<file path="src/prmm_ram.sv">
`default_nettype none
// ----------------------------------------------------------------------------
// prmm_ram
// generic single write port, single read port ram with registered read
// ----------------------------------------------------------------------------
module prmm_ram #(
    parameter int WIDTH = 8,
    parameter int DEPTH = 256
) (
    input  wire logic                     i_clk,
    input  wire logic                     i_we,
    input  wire logic [$clog2(DEPTH)-1:0] i_waddr,
    input  wire logic [WIDTH-1:0]         i_wdata,
    input  wire logic [$clog2(DEPTH)-1:0] i_raddr,
    output logic      [WIDTH-1:0]         o_rdata
);

    logic [WIDTH-1:0] r_mem [DEPTH];

    always_ff @(posedge i_clk) begin
        if (i_we) begin
            r_mem[i_waddr] <= i_wdata;
        end
        o_rdata <= r_mem[i_raddr];
    end

endmodule
`default_nettype wire

</file>
<file path="config.mk">
export PLATFORM = sky130hd
export DESIGN_NAME = prmm_ram
export DESIGN_NICKNAME = d
export VERILOG_FILES = /design/src/prmm_ram.sv
export SDC_FILE = /design/constraint.sdc
export NUM_CORES = 2
export LEC_CHECK = 0
export BUFFER_PORTS_ARGS = -buffer_cell sky130_fd_sc_hd__clkbuf_2
export CAP_MARGIN = 0
export CORE_ASPECT_RATIO = 0.75
export CORE_MARGIN = 2
export CORE_UTILIZATION = 55
export CTS_CLUSTER_DIAMETER = 50
export DETAILED_ROUTE_END_ITERATION = 10
export GPL_TIMING_DRIVEN = 1
export PLACE_DENSITY = 0.71
export SKIP_LAST_GASP = 1
export SYNTH_ARGS = -nofsm -noshare
export SYNTH_HDL_FRONTEND = slang
export SYNTH_SLANG_ARGS = --single-unit
</file>
<file path="constraint.sdc">
create_clock -name i_clk -period 3 [get_ports i_clk]
set_input_delay 0.6 -clock i_clk [delete_from_list [all_inputs] [get_ports i_clk]]
set_output_delay 0.6 -clock i_clk [all_outputs]
set_load 0.02 [all_outputs]
</file>
# Word level (Yosys, flattened, before mapping)

Memories as Yosys holds them, arrays and structs flattened. A register that Yosys moved wholly into a read port is not among the register bits.
Index checks and enable logic that the tools add are counted.

Register bits after elaboration: 0
RAM bits: 2,048
Bits of input ports: 26
Output and inout bits: 8
Memories kept: 1

Memories:

| memory | words | bits a word | rd ports | clocked after memory_dff | write ports | line | text |
|---|---|---|---|---|---|---|---|
| r_mem  | 256   | 8           | 1        | 1                        | 1           | 18   | `logic [WIDTH-1:0] r_mem [DEPTH];` |

Muxes and demuxes: 2

Operators by type and width:

| operator | count |
|---|---|
| $mux 1   | 2 |

# Logic depth before layout (Yosys ltp)

Depth in word-level cells: 2
Mapped depth: 11

# Worst setup path before layout

OpenSTA, ideal clock, no wires.

Path type: in2reg
Start: input port i_raddr[0]
End: register o_rdata[2] (read register of r_mem)
Library setup time: 0.131 ns
Arrival: 2.407 ns
Setup slack: 0.462 ns
Stages: 9
Path buffers: 4
Cells stage by stage: buf_6 > buf_12 > buf_8 > buf_2 > mux4_2 > a22oi_1 > a21oi_1 > nor4_1 > nor4_2

RTL lines:

| element            | line | text |
|---|---|---|
| start: declaration | 14   | `input wire logic [$clog2(DEPTH)-1:0] i_raddr,` |
| end: declaration   | 15   | `output logic [WIDTH-1:0] o_rdata` |

==> run_results.csv <==
group,metric,value,unit
run_status,outcome,"finished, final reports clean",
clock_tree,cts_tree,"done",
setup_path,crit_required,3660,ps
timing,fin_skew,31.6,ps
synthesis,syn_area_per_cell,21.3,um^2
synthesis,synth_xor_area_frac,0,
synthesis,ys_async_sr_fraction,0,
final_layout,final_common_cell,"edfxtp_1",
route,dr.pass1.iters,5,
synthesis,yosysWarnings,0,
pwr,swShare,0.214,
clock_tree,clk_path_buf_depth,3,
setup_path,cp_cell_sequence,"buf_8 > buf_4 > buf_12 > buf_12 > mux4_2 > a22oi_1 > a21oi_1 > nor3_1 > nor4_1",
route,wire_per_inst,31.6,um
final_layout,drive_above_1_share,0.304,
route,drtIter0Drc,6811,
global_route,grt_overflow,0,
final_layout,syn_to_final_growth,15.6,%
timing,rsz0062_at_grt,"false",
floorplanning,die_w,443,um
clock_tree,clock_sinks,2056,
placed_design,placed_cell_area,0.0860,mm^2
synthesis,synth-seq-cells,2056,
setup_path,cp_max_fo,30,
synthesis,syn_nets,3759,
global_route,grt_max_degree,105,
synthesis,synthAdderAreaFrac,0,
global_route,grt_pass1_wl,290000,um
synthesis,netlist_instances,3733,
setup_path,critPathCapture,"o_rdata[5]",
setup_path,regToRegSetupSlack,300,ps
synthesis,synth-edff-count,2048,
setup_path,rr_startpoint,"r_mem[70][0]",
pwr,fin_total_pwr,58.1,mW
setup_path,crit_path_start_kind,"primary input",
synthesis,yosysUniqueCellTypes,55,
clock_tree,cts-root-buf,"clkbuf_16",
clock_tree,cts_buffers,187,
global_route,grt_pass1_vias,40638,
route,wl,201000,um
synthesis,yosysSeqAreaShare,0.775,
global_route,antenna_found_initial,9,
synthesis,synth_compound_area_frac,0.0342,
pwr,power_frac_seq,0.546,
setup_path,max_stage_delay,830,ps
timing,maxSlewViolCount,0,
placed_design,dp.final_hpwl,127000,um
timing,finalSetupViolCount,0,
timing,slew-limit-headroom,0.317,
pwr,p_sw,12.4,mW
floorplanning,die_area,0.148,mm^2
synthesis,synth-main-ff-cell,"edfxtp_1",
timing,worstMarginPinSlew,999,ps
synthesis,netlist.area_leader.share,0.773,
final_layout,fin_area,0.0920,mm^2
synthesis,netlist_area,0.0796,mm^2
timing,min_period,2950,ps
pwr,pwr-share-comb,0.055,
final_layout,final_nets,4336,
global_route,grt_usage,0.274,
route,drc,0,
timing,report.final.hold_viol_count,0,
pwr,vdd.ir_drop.worst,0.000494,V
timing,finalCritPeriodShare,0.984,
placed_design,io_buffer_count,33,
floorplanning,die_h,333,um
synthesis,synthTopCellsByArea,"edfxtp_1, mux4_2, mux2i_1, nor2_1, a22oi_1",
synthesis,synth_top_family_by_area,"multiplexers",
setup_path,crit_top_cell,"buf_12",
clock_tree,cts.clk_slew.worst_paths,60,ps
setup_path,cp_slowest_cell,"nor3_1",
floorplanning,rows,120,
setup_path,path_class,"in -> reg",
floorplanning,io_pins,34,
setup_path,arrival,3610,ps
synthesis,synth-simple-area-share,0.0263,
flow_run,cap_violations,0,
clock_tree,postCtsSetupRepairBufs,0,
synthesis,synth_top_cell_by_area,"edfxtp_1",
timing,hold_slack,190,ps
worst_hold_path,hp-class,"in -> reg",
setup_path,rr_worst_depth,6,
route,ant_nets,0,
placed_design,gp_congestion,0.871,
route,routed-via-count,41678,
pwr,power_density,632,mW/mm^2
clock_tree,insertion_delay,850,ps
setup_path,startpoint,"i_raddr[0]",
setup_path,reg2reg_to,"o_rdata[0]",
pwr,clkPwrFrac,0.399,
pwr,intPower,45.7,mW
clock_tree,h-tree-depth,4,
pwr,leakagePower,29.6,nW
synthesis,synth_mux_area_frac,0.146,
route,viasPerCell,6.56,
setup_path,crit_path_end_kind,"flop",
floorplanning,coreArea,0.143,mm^2
timing,timing.fmax,339,MHz
floorplanning,start_util,0.555,
final_layout,layout_common_cells,"edfxtp_1, buf_4, mux4_2",
-- power groups by stage --
stage          Sequential, mW  Combinational (mW)  Clock (mW)
3_3_place_gp             32.3                3.10           0
6_report                 31.7                3.18        23.2
5_1_grt                  31.7                3.34        24.5
3_5_place_dp             32.3                3.15           0
2_1_floorplan            32.3                1.54           0
4_1_cts                  31.7                3.17        23.4
-- sequential cells by signal (all words and copies together), names as in the netlist --
register,flops
r_mem,2048
o_rdata,8
-- how the worst min path moves through the flow --
stage                     to          from  slack [ps]  cells past startpoint
5_1_grt        r_mem[221][1]    i_wdata[1]         190                      1
3_3_place_gp      o_rdata[3]  r_mem[40][3]         980                      7
2_1_floorplan    r_mem[0][0]    i_wdata[0]         700                      0
4_1_cts         r_mem[92][5]    i_wdata[5]         170                      1
3_5_place_dp      o_rdata[3]  r_mem[40][3]        1020                      7
6_report       r_mem[220][1]    i_wdata[1]         190                      1
-- cell type report --
type                       instances  area (um^2)
inverter                           2         7.51
tap                             1891         2370
timing repair buffer             621         5500
clock buffer                     235         4970
clock inverter                   104          916
fill                            9423        51300
multi-input combinational       1442        16500
sequential                      2056        61700
antenna                            6         15.0
-- synth_stat cells, drive strengths merged (2+ instances only) --
| cell | count |
|---|---|
| nand2 | 33 |
| nand2b | 8 |
| nor3 | 22 |
| nor2 | 282 |
| o211ai | 10 |
| or2 | 4 |
| a311oi | 2 |
| clkbuf | 111 |
| a22o | 8 |
| a211oi | 16 |
| a31oi | 2 |
| mux2i | 134 |
| nand4 | 10 |
| a21oi | 96 |
| buf | 122 |
| edfxtp | 2048 |
| o32ai | 5 |
| o221ai | 47 |
| a2111oi | 5 |
| nor4 | 27 |
| and2 | 6 |
| nor2b | 31 |
| a22oi | 133 |
| and3b | 2 |
| dfxtp | 8 |
| mux4 | 456 |
| o22ai | 28 |
| nand3 | 34 |
| o21ai | 12 |
| a221oi | 14 |
| o22a | 5 |
| nand3b | 2 |
-- metal layers --
layer  global-route usage  vias up  wire (um)  part of all wire
met5                    0        -          0                 0
met4               0.0678        0       4170             0.021
met3               0.0572      260      22600              0.11
met2                0.408     2634      92700              0.46
met1                0.420    21942      81300              0.40
li1                     -    16842          -                 -
-- worst max-delay path, delay by kind of cell --
kind	cells	cell delay, ps
AOI/OAI and AO/OA	2	510
buffers and inverters	4	920
muxes	1	540
and+or+nand+nor	2	980
-- metrics by stage --
stage | std cells | util | TNS [ps] | setup WS, ps
finish | 6357 | 0.642 | 0 | 47.2
CTS | 6351 | 0.642 | 0 | 19.8
floorplan | 3733 | - | 0 | 462
detailed placement | 6012 | 0.601 | -5960 | -1070
global route | 6353 | 0.642 | 0 | 5.23
global placement | 6012 | 0.601 | -6080 | -1070
-- kinds of logic (layout without fill, tap and decap cells) --
| group | Yosys count | count (layout) |
|---|---|---|
| mux | 591 | 591 |
| buf+inv | 235 | 962 |
| other cells | 0 | 6 |
| compound gates | 385 | 385 |
| simple gates | 466 | 466 |
| flops | 2056 | 2056 |
-- what timing repair did --
item | in CTS | in global routing
gates resized for setup | 4 | 3
hold endpoints to repair | 0 | 0
hold buffers | 0 | 0
setup endpoints to repair | 3 | 2
No activity file was read; power rests on OpenSTA's default activity.
